File: src/design/pec_pkg.sv
// Shared types and constants for the primitive exponent check block.
// No dependencies.
`timescale 1ns / 1ps
`default_nettype none

package pec_pkg;

  localparam int EXP_W = 6;

  typedef enum logic [1:0] {
    ST_IDLE,
    ST_DIVIDE,
    ST_WALK,
    ST_DONE
  } state_t;

endpackage

`default_nettype wire

File: src/design/pec_step_unit.sv
// Shift-compare-subtract step: rem' = (2*rem + shift_in) mod divisor, for rem < divisor.
// Serves both the restoring remainder and the modular doubling. No dependencies.
`timescale 1ns / 1ps
`default_nettype none

module pec_step_unit #(
  parameter int W = 64
) (
  input  logic [W-1:0] rem,
  input  logic         shift_in,
  input  logic [W-1:0] divisor,
  output logic [W-1:0] rem_next
);

  logic [W:0] wide;
  logic [W:0] diff;
  logic       fits;

  always_comb begin
    wide     = {rem, shift_in};
    diff     = wide - {1'b0, divisor};
    fits     = (wide >= {1'b0, divisor});
    rem_next = fits ? diff[W-1:0] : wide[W-1:0];
  end

endmodule

`default_nettype wire

File: src/design/primitive_exponent_check.sv
// Top level of the primitive exponent check block: sequencer and datapath.
// Depends on pec_pkg and pec_step_unit.
//
// Usage: an item (value, exponent, modulus) transfers when item_valid is high and
// item_stall is low. The answer is_primitive transfers on the result channel the
// same way (result_valid / result_stall); exactly one result per item, in order.
// One step unit does all the arithmetic. It first reduces value mod modulus,
// one dividend bit a cycle, then walks 2^j mod modulus by doubling, one power a
// cycle, stopping at the first match or at j = exponent, then hands the answer
// to the output register from ST_DONE, holding there while the output is full.
// A zero exponent, a modulus below two or an exponent above MAX_EXPONENT goes
// straight from idle to ST_DONE. item_stall is high while an item is in work.
// The output register lets the next item start while a result waits; if the
// receiver stalls and a new answer is ready, the sequencer holds until the
// output register frees. Reset empties the output and returns to idle.
`timescale 1ns / 1ps
`default_nettype none

module primitive_exponent_check
  import pec_pkg::*;
#(
  parameter int DATA_WIDTH   = 64,
  parameter int MAX_EXPONENT = 63
) (
  input  logic                  clk,
  input  logic                  rst,
  input  logic                  item_valid,
  output logic                  item_stall,
  input  logic [DATA_WIDTH-1:0] value,
  input  logic [EXP_W-1:0]      exponent,
  input  logic [DATA_WIDTH-1:0] modulus,
  output logic                  result_valid,
  input  logic                  result_stall,
  output logic                  is_primitive
);

  localparam int CNT_W = $clog2(DATA_WIDTH);

  state_t                state;
  state_t                state_next;
  logic [DATA_WIDTH-1:0] dividend;
  logic [DATA_WIDTH-1:0] acc;
  logic [DATA_WIDTH-1:0] target;
  logic [DATA_WIDTH-1:0] mod_r;
  logic [EXP_W-1:0]      exp_r;
  logic [EXP_W-1:0]      step;
  logic [CNT_W-1:0]      cnt;
  logic                  hit;

  logic                  unit_bit;
  logic [DATA_WIDTH-1:0] unit_out;
  logic                  hit_now;
  logic                  out_free;
  logic                  trivial;

  pec_step_unit #(
    .W(DATA_WIDTH)
  ) u_step (
    .rem     (acc),
    .shift_in(unit_bit),
    .divisor (mod_r),
    .rem_next(unit_out)
  );

  assign hit_now  = (unit_out == target);
  assign out_free = !result_valid || !result_stall;
  assign trivial  = (exponent == '0) || (modulus < DATA_WIDTH'(2)) ||
                    (exponent > EXP_W'(MAX_EXPONENT));

  // Next state
  always_comb begin
    state_next = state;
    unique case (state)
      ST_IDLE: begin
        if (item_valid) begin
          state_next = trivial ? ST_DONE : ST_DIVIDE;
        end
      end
      ST_DIVIDE: begin
        if (cnt == '0) begin
          state_next = ST_WALK;
        end
      end
      ST_WALK: begin
        if (hit_now || (step == exp_r)) begin
          state_next = ST_DONE;
        end
      end
      ST_DONE: begin
        if (out_free) begin
          state_next = ST_IDLE;
        end
      end
      default: state_next = ST_IDLE;
    endcase
  end

  // Sequencer outputs
  always_comb begin
    item_stall = 1'b1;
    unit_bit   = 1'b0;
    unique case (state)
      ST_IDLE:   item_stall = 1'b0;
      ST_DIVIDE: unit_bit   = dividend[DATA_WIDTH-1];
      ST_WALK:   unit_bit   = 1'b0;
      ST_DONE:   unit_bit   = 1'b0;
      default:   item_stall = 1'b1;
    endcase
  end

  always_ff @(posedge clk) begin
    if (rst) begin
      state        <= ST_IDLE;
      result_valid <= 1'b0;
    end else begin
      state <= state_next;
      if (state == ST_DONE && out_free) begin
        result_valid <= 1'b1;
      end else if (!result_stall) begin
        result_valid <= 1'b0;
      end
    end
  end

  always_ff @(posedge clk) begin
    unique case (state)
      ST_IDLE: begin
        if (item_valid) begin
          dividend <= value;
          mod_r    <= modulus;
          exp_r    <= exponent;
          acc      <= '0;
          cnt      <= CNT_W'(DATA_WIDTH - 1);
          hit      <= 1'b0;
        end
      end
      ST_DIVIDE: begin
        dividend <= dividend << 1;
        cnt      <= cnt - 1'b1;
        if (cnt == '0) begin
          target <= unit_out;
          acc    <= DATA_WIDTH'(1);
          step   <= EXP_W'(1);
        end else begin
          acc <= unit_out;
        end
      end
      ST_WALK: begin
        acc  <= unit_out;
        step <= step + 1'b1;
        if (hit_now) begin
          hit <= (step == exp_r);
        end
      end
      ST_DONE: begin
        if (out_free) begin
          is_primitive <= hit;
        end
      end
      default: hit <= 1'b0;
    endcase
  end

endmodule

`default_nettype wire

File: config.mk
export PLATFORM = sky130hd
export DESIGN_NAME = primitive_exponent_check
export DESIGN_NICKNAME = d
export VERILOG_FILES = /design/src/design/pec_pkg.sv /design/src/design/pec_step_unit.sv /design/src/design/primitive_exponent_check.sv
export SDC_FILE = /design/constraint.sdc
export NUM_CORES = 1
export LEC_CHECK = 0
export BUFFER_PORTS_ARGS = -buffer_cell sky130_fd_sc_hd__buf_2
export CORE_MARGIN = 2
export CORE_UTILIZATION = 57
export CTS_BUF_LIST = sky130_fd_sc_hd__clkbuf_4 sky130_fd_sc_hd__clkbuf_8
export DETAILED_ROUTE_END_ITERATION = 12
export HOLD_SLACK_MARGIN = 0.02
export PLACE_DENSITY_LB_ADDON = 0.3
export SYNTH_ARGS = -nofsm -noshare
export SYNTH_HDL_FRONTEND = slang
export SYNTH_SLANG_ARGS = --single-unit
export TNS_END_PERCENT = 30
File: constraint.sdc
create_clock -name clk -period 7.56 [get_ports clk]
set_input_delay 0.378 -clock clk [delete_from_list [all_inputs] [get_ports clk]]
set_output_delay 0.378 -clock clk [all_outputs]
set_load 0.05 [all_outputs]
# After elaboration in Yosys (flattened, before gate mapping)
# Index checks and enable logic that the tools add are counted.
# word_totals
regBits	279
inputBits	138
out_inout_bits	3
elab_cells	73
# op_classes
n_addsub	3
magnitude_cmp	3
n_eq_ne	11
mux	23
n_reduce_logical	22
# op_table
cell	n
$mux W64	4
$pmux W64 S3	1
$pmux W64 S2	1
$ge A65 B64 Y1	1
$eq A64 B64 Y1	1
$lt A64 B2 Y1 const B	1
$sub A64 B64 Y64	1
$pmux W6 S2	2
$logic_not A6 Y1	2
$mux W6	2
$reduce_and A2 Y1	6
$mux W2	5
$ne A2 B2 Y1 const B	5
$pmux W2 S4	1
$add A6 B1 Y6 const B	1
$eq A6 B6 Y1	1
$gt A6 B6 Y1 const B	1
$mux W1	6
$reduce_bool A2 Y1	3
$sub A6 B1 Y6 const B	1
$eq A2 B2 Y1 const B	2
$logic_or A1 B1 Y1	4
$reduce_and A4 Y1	1
$reduce_and A3 Y1	1
7 further kinds	8

# Longest topological paths before layout
# Gate-level depths: netlist of run 1.
# logic_depth
word_depth	8
mapped_depth	22
mapped_depth_nobuf	19

# Modules after synthesis
# A second synthesis of run 1 with hierarchy kept.
# unflattened
cells_unflattened	1328
hier_area_um2	15771.4
# modules_own_cells
module	instances	cells_per_inst	area_each_um2
primitive_exponent_check	1	612	10879.2
pec_step_unit	1	716	4892.2

# Worst setup path after synthesis of run 1
# Ideal clock, no wire load.
# synth_path
path_kind	reg-to-reg
start	register state[1]
end	register target[0], enable pin
setup_ns	0.647
arrival_time_ns	7.176
slack_ns	-0.263
stages_incl_launch_ff	6
n_path_buf	1
synth_period_minus_slack_ns	7.823
cell_sequence	dfxtp_1 > inv_1 > ha_1 > clkbuf_1 > inv_1 > nor4_1
# synth_between
elab_chain_cells	2
# synth_rtl
element	line	text
start: declaration	primitive_exponent_check.sv:39	state_t state;
start signal: assignment	primitive_exponent_check.sv:116	state <= state_next;
$eq A2 B1 Y1	primitive_exponent_check.sv:126	unique case (state)
$reduce_and A2 Y1 (no line)	--	
end signal: assignment	primitive_exponent_check.sv:141	target <= unit_out;
end: declaration	primitive_exponent_check.sv:43	logic [DATA_WIDTH-1:0] target;
# Every way passes these cells.
# A chain may end at the register's enable or synchronous reset.

# Worst setup path in the final report of run 1
# layout_path
start	register acc[19]
end	register hit, enable pin
# layout_between
elab_chain_cells	5
word_cells_on_any_way	6
classes_between	add/sub: 1; order compare: 1; eq/ne: 2; mux: 1; reduce/logical: 1
# layout_rtl
element	line	text
start: declaration	primitive_exponent_check.sv:42	logic [DATA_WIDTH-1:0] acc;
start signal: assignment	primitive_exponent_check.sv:145	acc <= unit_out;
start signal: assignment	primitive_exponent_check.sv:149	acc <= unit_out;
$ge A65 B64 Y1	pec_step_unit.sv:22	fits = (wide >= {1'b0, divisor});
$mux W64	pec_step_unit.sv:23	rem_next = fits ? diff[W-1:0] : wide[W-1:0];
net u_step.rem_next[7]	pec_step_unit.sv:12	output logic [W-1:0] rem_next
$eq A64 B64 Y1	primitive_exponent_check.sv:65	assign hit_now = (unit_out == target);
$ne A2 B2 Y1 (no line)	--	
$reduce_and A3 Y1 (no line)	--	
end signal: assignment	primitive_exponent_check.sv:152	hit <= (step == exp_r);
end: declaration	primitive_exponent_check.sv:48	logic hit;
# The timed path passes the listed nets, and every way through them passes these cells.

==> flow_summary.yaml, run 1 <==
place:
  place_congestion: 1.02
  io_buffers: 140
  hpwlAfterDp_mm: 41.5
  place_area_sq_um: 18200
  dpl_worst_slack_ns: 1.74
  dp_cells: 2151
worst_setup_path:
  worstPathMaxFanout: 28
  r2r_cells: 14
  worstSetupPathType: "reg -> reg"
  r2r_start: "acc[19]"
  worst-r2r-setup-slack_ns: 1.46
  reg2reg_to: "hit"
  startpoint_type: "flop"
  worstPathRequired_ns: 7.85
  worstPathArrival_ns: 6.39
  endpoint_kind: "flop"
grt:
  grt_max_degree: 73
  overflow: 0
  track_usage_pct: 35.7
  antenna_found_initial: 1
  grt_pass1_wl_mm: 84.3
  grt_pass1_vias: 14100
timing:
  hold_viol_final: 0
  rsz0062_at_grt: "false"
  worst_pin_slew_ns: 1.21
  max_slew_margin_pct: 18.5
  setup_viol: 0
  drv_slew: 0
  fin_hold_ws_ns: 0.0627
  period_share_pct: 80.6
  fin_crit_ns: 6.10
  clock.fmax_ghz: 0.164
  fin_tns_setup_ns: 0
  setup_slack_ns: 1.46
  fin_worst_skew_ns: 0.0319
clock_tree:
  cts_tree: "done"
  clock_sinks: 279
  cts_made_buffers: 49
  cts-root-buf: "clkbuf_8"
  postCtsSetupBuffers: 0
  cts_resized: 0
  clk_path_buf_depth: 3
  clkSlewWorstSetupHoldPaths_ns: 0.07
  htreeDepth: 2
  clock_latency_ns: 0.60
detailed_routing:
  drtIter0Drc: 1731
  final_antenna_net_count: 0
  met3_wirelength_mm: 6.20
  drc_errors: 0
  dr_total_vias: 14500
  wire_per_inst_um: 24.5
  wl_met1_mm: 23.2
  vias_per_cell: 6.28
  top_layer: "met5"
  dr_wl_met2_mm: 25.0
  first_pass_iters: 7
  drt_wl_total_mm: 56.5
yosys:
  synth_cell_types: 81
  synthCells: 1684
  syn_nets: 1894
  synth_flop_cell: "edfxtp_1"
  ys_warn_count: 0
  synth_top_area_share_pct: 48.1
  ys_ff_latch: 279
  async_flop_share_pct: 0
  synth_area_leaders: "edfxtp_1, ha_1, xnor2_1"
  mappedNetlistArea_sq_um: 17200
  synth_top_cell_by_area: "edfxtp_1"
  synth_edf_count: 276
  syn_area_per_cell_sq_um: 10.2
  ys_seq_area_share_pct: 48.5
hold_path:
  hold_class: "in -> reg"
  min_from: "modulus[6]"
  min_to: "mod_r[6]"
  holdPathStages: 1
layout:
  most-common-layout-cells: "edfxtp_1, nand2_1, buf_2"
  syn_to_final_growth_pct: 15.9
  final_area_sq_um: 20000
  fill_cells: 2299
  layout.nets: 2092
  finalNonFillerCells: 2308
  final_common_cell: "edfxtp_1"
  multi_input_area_sq_um: 8140
  antenna_cells: 0
  ff_latch_area_sq_um: 8350
  drive_gt1_share_pct: 16.8
run_status:
  run_status: "completed"
flow_run:
  maxCapViolations: 0
floorplanning:
  core-area_sq_um: 29700
  initial_utilization_pct: 58.0
  die_w_um: 178
  dieArea_sq_um: 31600
  io_pins: 141
  dieHeight_um: 178
  std_cell_rows: 63
power_and_ir_drop:
  power.density_nw_per_um2: 527
  ir_worst_vdd_mv: 0.314
  leakage_nw: 7.78
## cell usage after synthesis (12+ instances only)
library cell and number:
edfxtp_1 276, nand2_1 194, inv_1 125, a21oi_1 116, nor2_1 115, xnor2_1 84
ha_1 71, mux2_2 64, o21ai_0 64, xor2_1 62, nor2b_1 60, clkbuf_1 46
nand4_1 40, nand3_1 31, nor4_1 31, nor3_1 24, buf_2 23, a21o_1 18
o21bai_1 15, o21ai_1 12, o31ai_1 12
## cells by family (layout without fill, tap and decap cells)
kind of cell	after synthesis	in the layout	synth area share [%]
AND/OR/NAND/NOR	544	544	15.2
adder cells (fa/ha/maj)	72	72	5.27
flip-flops	279	279	48.5
XOR/XNOR	148	148	7.69
AO/OA/AOI/OAI	369	369	14.1
multiplexers	75	75	4.85
buffers and inverters	197	431	4.52
## state kept, by name, summed over array words and instances, names as in the netlist
name	cells
target	64
cnt	6
dividend	64
state	2
hit	1
mod_r	64
result_valid	1
is_primitive	1
exp_r	6
step	6
acc	64
## layer usage
| layer | track usage (%) | vias up |
|---|---|---|
| li1 | - | 6567 |
| met1 | 50.0 | 6941 |
| met2 | 54.7 | 871 |
| met3 | 7.75 | 124 |
| met4 | 13.3 | 2 |
| met5 | 0 | - |
## worst max path at each step
stage,startpoint,slack (ns),cells after the start,end
floorplan,state[1],1.09,5,cnt[0]
detailed placement,acc[54],1.74,14,hit
CTS,acc[54],1.73,14,hit
global placement,acc[19],1.65,15,hit
global route,acc[43],1.38,14,hit
finish,acc[19],1.46,14,hit
## power breakdown
part | internal (W) | total (W) | switching, W
logic | 0.00207 | 0.00613 | 0.00406
registers | 0.00252 | 0.00284 | 0.000320
clock network | 0.000878 | 0.00155 | 0.000674
total | 0.00547 | 0.0105 | 0.00505
## through the flow
stage / util (%) / total power, W
final: 67.2 / 0.0105
after global routing: 67.2 / 0.0110
after CTS: 67.2 / 0.0103
after detailed placement: 61.3 / 0.00868
after global placement: 61.3 / 0.00867
after floorplan: - / 0.00693
## worst max-delay path, cell delays in order (launching register included)
cell       delay [ns]
edfxtp_1         0.52
ha_1             0.54
nand4_1          0.20
nor4_2           0.71
nand3_1          0.27
o31ai_1          0.35
nor4_2           0.14
nand2_2          0.60
mux2_4           0.39
a2111oi_2        0.50
o2111ai_1        0.26
a2111oi_0        0.41
nand4b_1         0.16
a2111o_1         0.48
a22oi_1          0.24
## layout make-up
cell class | count | area share (%)
sequential | 279 | 41.8
multi-input combinational | 1208 | 40.8
timing repair buffer | 219 | 7.36
clock buffer | 62 | 3.87
tap | 390 | 2.44
inverter | 125 | 2.35
clock inverter | 25 | 1.41
## repair_timing
action,in CTS,in global routing
endpoints found under the hold margin,72,0
hold buffers,70,0
endpoints found under the setup margin,0,0
(Power assumes the default switching activity.)
==> inputs of run 2 (changes only) <==
Settings changed: ABC_AREA from default to 1.
Clock period 7.56 ns to 5.03 ns, I/O delays scaled along.
==> run 2 against run 1 <==
Effect of this change: synthesized area rose by 12%; clock power grew 40%; design area up 14%; via count grew 29%; sequential share of layout area fell by 5.2 points; maximum frequency grew 29%; non-clock buffer count rose by 72; largest cell class is now multi-input combinational cells.
==> flow_summary.yaml, run 2 <==
yosys:
  async_flop_share_pct: 0
  synth_area_leaders: "edfxtp_1, nand2_1, inv_1"
  ys_seq_area_share_pct: 43.3
  synth.most_common_cell: "nand2_1"
  synth_flop_cell: "edfxtp_1"
  synth_top_cell_by_area: "edfxtp_1"
  synthTopCellsByCount: "nand2_1, inv_1, edfxtp_1, nor2_1, nand3_1"
  synth_top_area_share_pct: 43.0
  syn_area_per_cell_sq_um: 7.10
  mappedNetlistArea_sq_um: 19300
  ys_ff_latch: 279
  synth_cell_types: 37
  syn_nets: 2928
  synthCells: 2718
  ys_warn_count: 0
  synth_edf_count: 276
layout:
  drive_gt1_share_pct: 10.5
  fin_util_pct: 68.2
  syn_to_final_growth_pct: 18.2
  layout.nets: 3227
  final_common_cell: "nand2_1"
  final_area_sq_um: 22800
  antenna_cells: 0
  most-common-layout-cells: "nand2_1, inv_1, edfxtp_1"
timing:
  clock.fmax_ghz: 0.211
  period_share_pct: 94.1
  setup_slack_ns: 0.295
  drv_slew: 0
  hold_viol_final: 0
  worst_pin_slew_ns: 1.06
  fin_worst_skew_ns: 0.0532
  max_slew_margin_pct: 29.5
  rsz0062_at_grt: "false"
  setup_viol: 0
  fin_crit_ns: 4.73
grt:
  overflow: 0
  grt_max_degree: 71
  track_usage_pct: 36.8
  grt_pass1_vias: 18500
  antenna_found_initial: 0
  grt_pass1_wl_mm: 100
place:
  hpwlAfterDp_mm: 44.9
  dpl_worst_slack_ns: 0.375
  place_congestion: 1.03
  place_area_sq_um: 20500
  io_buffers: 140
flow_run:
  maxCapViolations: 0
worst_setup_path:
  cp_common_cell: "nand2_1"
  worstSetupPathType: "reg -> reg"
  worstPathArrival_ns: 5.05
  path_delay_family: "simple AND/OR/NAND/NOR gates"
  path_cells: "ha_2 > nand2_1 > ha_1 > nand2_1 > nand3b_1 > nor2_1 > nand2_1 > nor2_1 > nand2_1 > nand3_2 > nor2_4 > nand2_4 > inv_2 > buf_4 > nand2_1 > nand3_1 > nand2_1 > nor2_1 > nand2_1 > nor2_1 > nand2_1 > nor2_1 > nand2_1 > a211oi_1"
  endpoint_kind: "flop"
  startpoint_type: "flop"
  cp_slowest_stage_delay_ns: 0.52
  crit_buf_inv: 2
  worstPathMaxFanout: 23
  worstPathRequired_ns: 5.34
  crit_slowest_cell: "inv_2"
power_and_ir_drop:
  power_frac_seq_pct: 26.1
  pwr-share-clk_pct: 13.7
  leakage_nw: 11.9
  ir_worst_vdd_mv: 0.508
  swShare_pct: 51.5
  internal_power_w: 0.00768
  power.total_w: 0.0158
  power.density_nw_per_um2: 694
  combPwrFrac_pct: 60.2
  net-switching-power_w: 0.00814
detailed_routing:
  drtIter0Drc: 1972
  final_antenna_net_count: 0
  wire_per_inst_um: 18.4
  drt_wl_total_mm: 64.3
  drc_errors: 0
  vias_per_cell: 5.35
  first_pass_iters: 8
  dr_total_vias: 18700
floorplanning:
  dieArea_sq_um: 35300
  dieHeight_um: 188
  core-area_sq_um: 33400
  initial_utilization_pct: 57.7
  io_pins: 141
  std_cell_rows: 67
  die_w_um: 188
clock_tree:
  cts-root-buf: "clkbuf_8"
  clk_path_buf_depth: 3
  htreeDepth: 2
  cts_tree: "done"
  clkSlewWorstSetupHoldPaths_ns: 0.06
  clock_sinks: 279
  cts_made_buffers: 48
  clock_latency_ns: 0.67
  postCtsSetupBuffers: 0
hold_path:
  hold_class: "in -> reg"
run_status:
  run_status: "completed"
[run 2: cell types whose count changed after synthesis, moves of 25 or more]
cell	delta
inv_1	+414
nand3b_1	+48
mux2_2	-64
nand3_1	+62
nand4_1	-27
clkbuf_1	-25
nor2b_1	-60
nor2_1	+79
o21ai_0	-38
xor2_1	-49
nand2_1	+978
a21oi_1	-41
xnor2_1	-60
[run 2: logic make-up after synthesis]
kind of cell               synth area share [%]
AOI/OAI and AO/OA                          2.89
xor gates and xnor gates                   1.68
adders and majority gates                  4.71
buffers and inverters                      12.2
DFF                                        43.3
and+or+nand+nor                            35.2
[run 2: stage by stage]
step                cells  setup TNS [ns]  hold slack [ns]
floorplan            2718          -52.17            0.321
global placement     3278               0            0.429
detailed placement   3278               0            0.430
CTS                  3498               0           0.0852
global route         3498               0            0.157
finish               3498               0            0.160
[run 2: timing repair]
| action | in CTS | in global routing |
|---|---|---|
| endpoints found under the hold margin | 138 | 0 |
| hold buffers | 137 | 0 |
| resized for setup | 0 | 1 |
| setup endpoints to repair | 0 | 1 |
[run 2: worst min-delay path, delay by kind of cell]
kind / cells / cell delay [ns]
compound gates: 1 / 0.08
buf+inv: 1 / 0.11
simple gates: 1 / 0.16
[run 2: final timing paths]
kind | to | depth (start not counted) | from | slack [ns]
max | hit | 24 | state[0] | 0.30
min reg2reg | is_primitive | 0 | hit | 0.46
min | hit | 3 | item_valid | 0.16
max reg2reg | hit | 24 | state[0] | 0.30
[run 2: area by class of cell]
type	count	area, sq um
Fill cell	2735	10600
Multi-Input combinational cell	1835	8620
Sequential cell	279	8350
Timing Repair Buffer	291	2210
Inverter	562	2110
Clock buffer	66	815
Tap cell	448	561
Clock inverter	17	141
[run 2: routing by layer]
metal  vias to the layer above  global-route usage, %  share of wire, %
met5                         -                      0                 0
met2                      1016                   62.0                47
met3                       142                   5.35               8.7
met1                      8620                   48.4                41
met4                         0                   13.6               3.3
li1                       8947                      -                 -
[run 2: power groups by stage]
stage | sequential [W] | combinational, W | clock, W
floorplan | 0.00409 | 0.00657 | 0
global placement | 0.00410 | 0.00885 | 0
detailed placement | 0.00411 | 0.00908 | 0
CTS | 0.00408 | 0.00921 | 0.00215
global route | 0.00418 | 0.0105 | 0.00227
finish | 0.00413 | 0.00953 | 0.00217
==> inputs of run 3 (changes only) <==
Settings changed: CORE_MARGIN 2 to 3.
==> run 3 against run 2 <==
Effect of this change: via count shrank 0.26%; sequential share of layout area grew 0.052 points; clock skew shrank 0.0052 ns; largest cell class unchanged; worst setup slack gained 0.16 ns.
==> flow_summary.yaml, run 3 (synthesis results as in run 2) <==
clock_tree:
  cts_tree: "done"
  cts-root-buf: "clkbuf_8"
  cts_made_buffers: 47
  htreeDepth: 2
  clkSlewWorstSetupHoldPaths_ns: 0.07
  clock_sinks: 279
  clk_path_buf_depth: 3
  postCtsSetupBuffers: 0
  clock_latency_ns: 0.66
timing:
  fin_worst_skew_ns: 0.0480
  drv_slew: 0
  period_share_pct: 91.0
  fin_crit_ns: 4.58
  clock.fmax_ghz: 0.219
  worst_pin_slew_ns: 1.02
  setup_viol: 0
  fin_tns_setup_ns: 0
  max_slew_margin_pct: 32.1
  rsz0062_at_grt: "false"
  hold_viol_final: 0
detailed_routing:
  final_antenna_net_count: 0
  drc_errors: 0
  drtIter0Drc: 1804
  wire_per_inst_um: 18.5
  first_pass_iters: 5
  dr_total_vias: 18700
  vias_per_cell: 5.35
  drt_wl_total_mm: 64.6
hold_path:
  hold_class: "in -> reg"
  holdPathStages: 3
worst_setup_path:
  worstPathMaxFanout: 4
  worstSetupPathType: "reg -> reg"
  worstPathArrival_ns: 4.90
  worstPathRequired_ns: 5.36
  endpoint_kind: "flop"
  worst-r2r-setup-slack_ns: 0.45
  startpoint_type: "flop"
  r2r_cells: 24
floorplanning:
  io_pins: 141
  core-area_sq_um: 32900
  dieArea_sq_um: 36100
  std_cell_rows: 66
  die_w_um: 190
  initial_utilization_pct: 58.5
  dieHeight_um: 190
layout:
  fill_cells: 2597
  syn_to_final_growth_pct: 18.0
  final_area_sq_um: 22800
  most-common-layout-cells: "nand2_1, inv_1, edfxtp_1"
  layout.nets: 3230
  fin_util_pct: 69.1
  final_common_cell: "nand2_1"
  drive_gt1_share_pct: 10.6
  antenna_cells: 0
run_status:
  run_status: "completed"
grt:
  overflow: 0
  track_usage_pct: 35.7
  grt_pass1_wl_mm: 99.6
  grt_pass1_vias: 18500
  antenna_found_initial: 1
  grt_max_degree: 71
power_and_ir_drop:
  power.density_nw_per_um2: 688
  leakage_nw: 11.9
  ir_worst_vdd_mv: 0.538
place:
  hpwlAfterDp_mm: 44.6
  io_buffers: 140
  place_congestion: 1.08
  place_area_sq_um: 20500
flow_run:
  maxCapViolations: 0
## run 3: cell types whose count changed in the layout (fill, tap and decap cells not counted), sizes merged
| cell | delta |
|---|---|
| buf | +4 |
| bufinv | -1 |
| clkinv | -3 |
| clkbuf | +2 |
| inv | -1 |
## run 3: worst paths after layout
| kind | from | end |
|---|---|---|
| max | state[1] | hit |
| min | item_valid | hit |
| max reg2reg | state[1] | hit |
| min reg2reg | hit | is_primitive |
## run 3: worst max-delay path, cell delays in order (launching register included)
cell and delay [ns]:
dfxtp_1 0.37, inv_1 0.12, ha_2 0.18, nand2_1 0.10, ha_1 0.22, fa_1 0.41, nor2_1 0.25, nand3_1 0.12
nand3_1 0.21, nand2_1 0.08, nand3_1 0.32, nand2_1 0.18, nand3_1 0.12, nand2_1 0.10, nand2_1 0.11, nand2_1 0.09
nand2_1 0.07, nand2_1 0.05, nor2_1 0.11, nand2_1 0.06, nor2_1 0.23, nand2_1 0.17, nor2_2 0.22, nand2_1 0.14
a211oi_1 0.25
## run 3: what timing repair did
action,CTS,global route
setup endpoints to repair,0,1
hold buffers,137,0
resized for setup,0,1
hold endpoints to repair,138,0
## run 3: stage by stage
stage	hold slack (ns)	std cells	setup slack, ns	total power (W)
after floorplan	0.321	2718	-0.815	0.0107
after global placement	0.431	3276	0.445	0.0128
after detailed placement	0.430	3276	0.352	0.0131
after CTS	0.0922	3493	0.388	0.0153
after global routing	0.137	3493	0.0510	0.0169
final	0.138	3493	0.455	0.0157
## run 3: area by class of cell
type	count	area, sq um	area share, %
timing repair buffer	295	2210	9.69
multi-input combinational	1835	8620	37.9
clock inverter	12	97.6	0.429
clock buffer	68	830	3.64
tap	442	553	2.43
inverter	562	2110	9.27
sequential	279	8350	36.7
## run 3: routing by layer
metal  track usage, %  up-vias  share of wire (%)
met3             5.42      183                8.5
met1             46.3     8519                 41
met2             59.4     1031                 46
met4             16.2        2                4.3
li1                 -     8942                  -
met5                0        -              0.017
## run 3: power breakdown
group | leakage (nW) | switching, W | internal [W]
sequential | 2.64 | 0.000361 | 0.00377
combinational | 8.79 | 0.00668 | 0.00276
clock | 0.489 | 0.000991 | 0.00111
total | 11.9 | 0.00803 | 0.00764
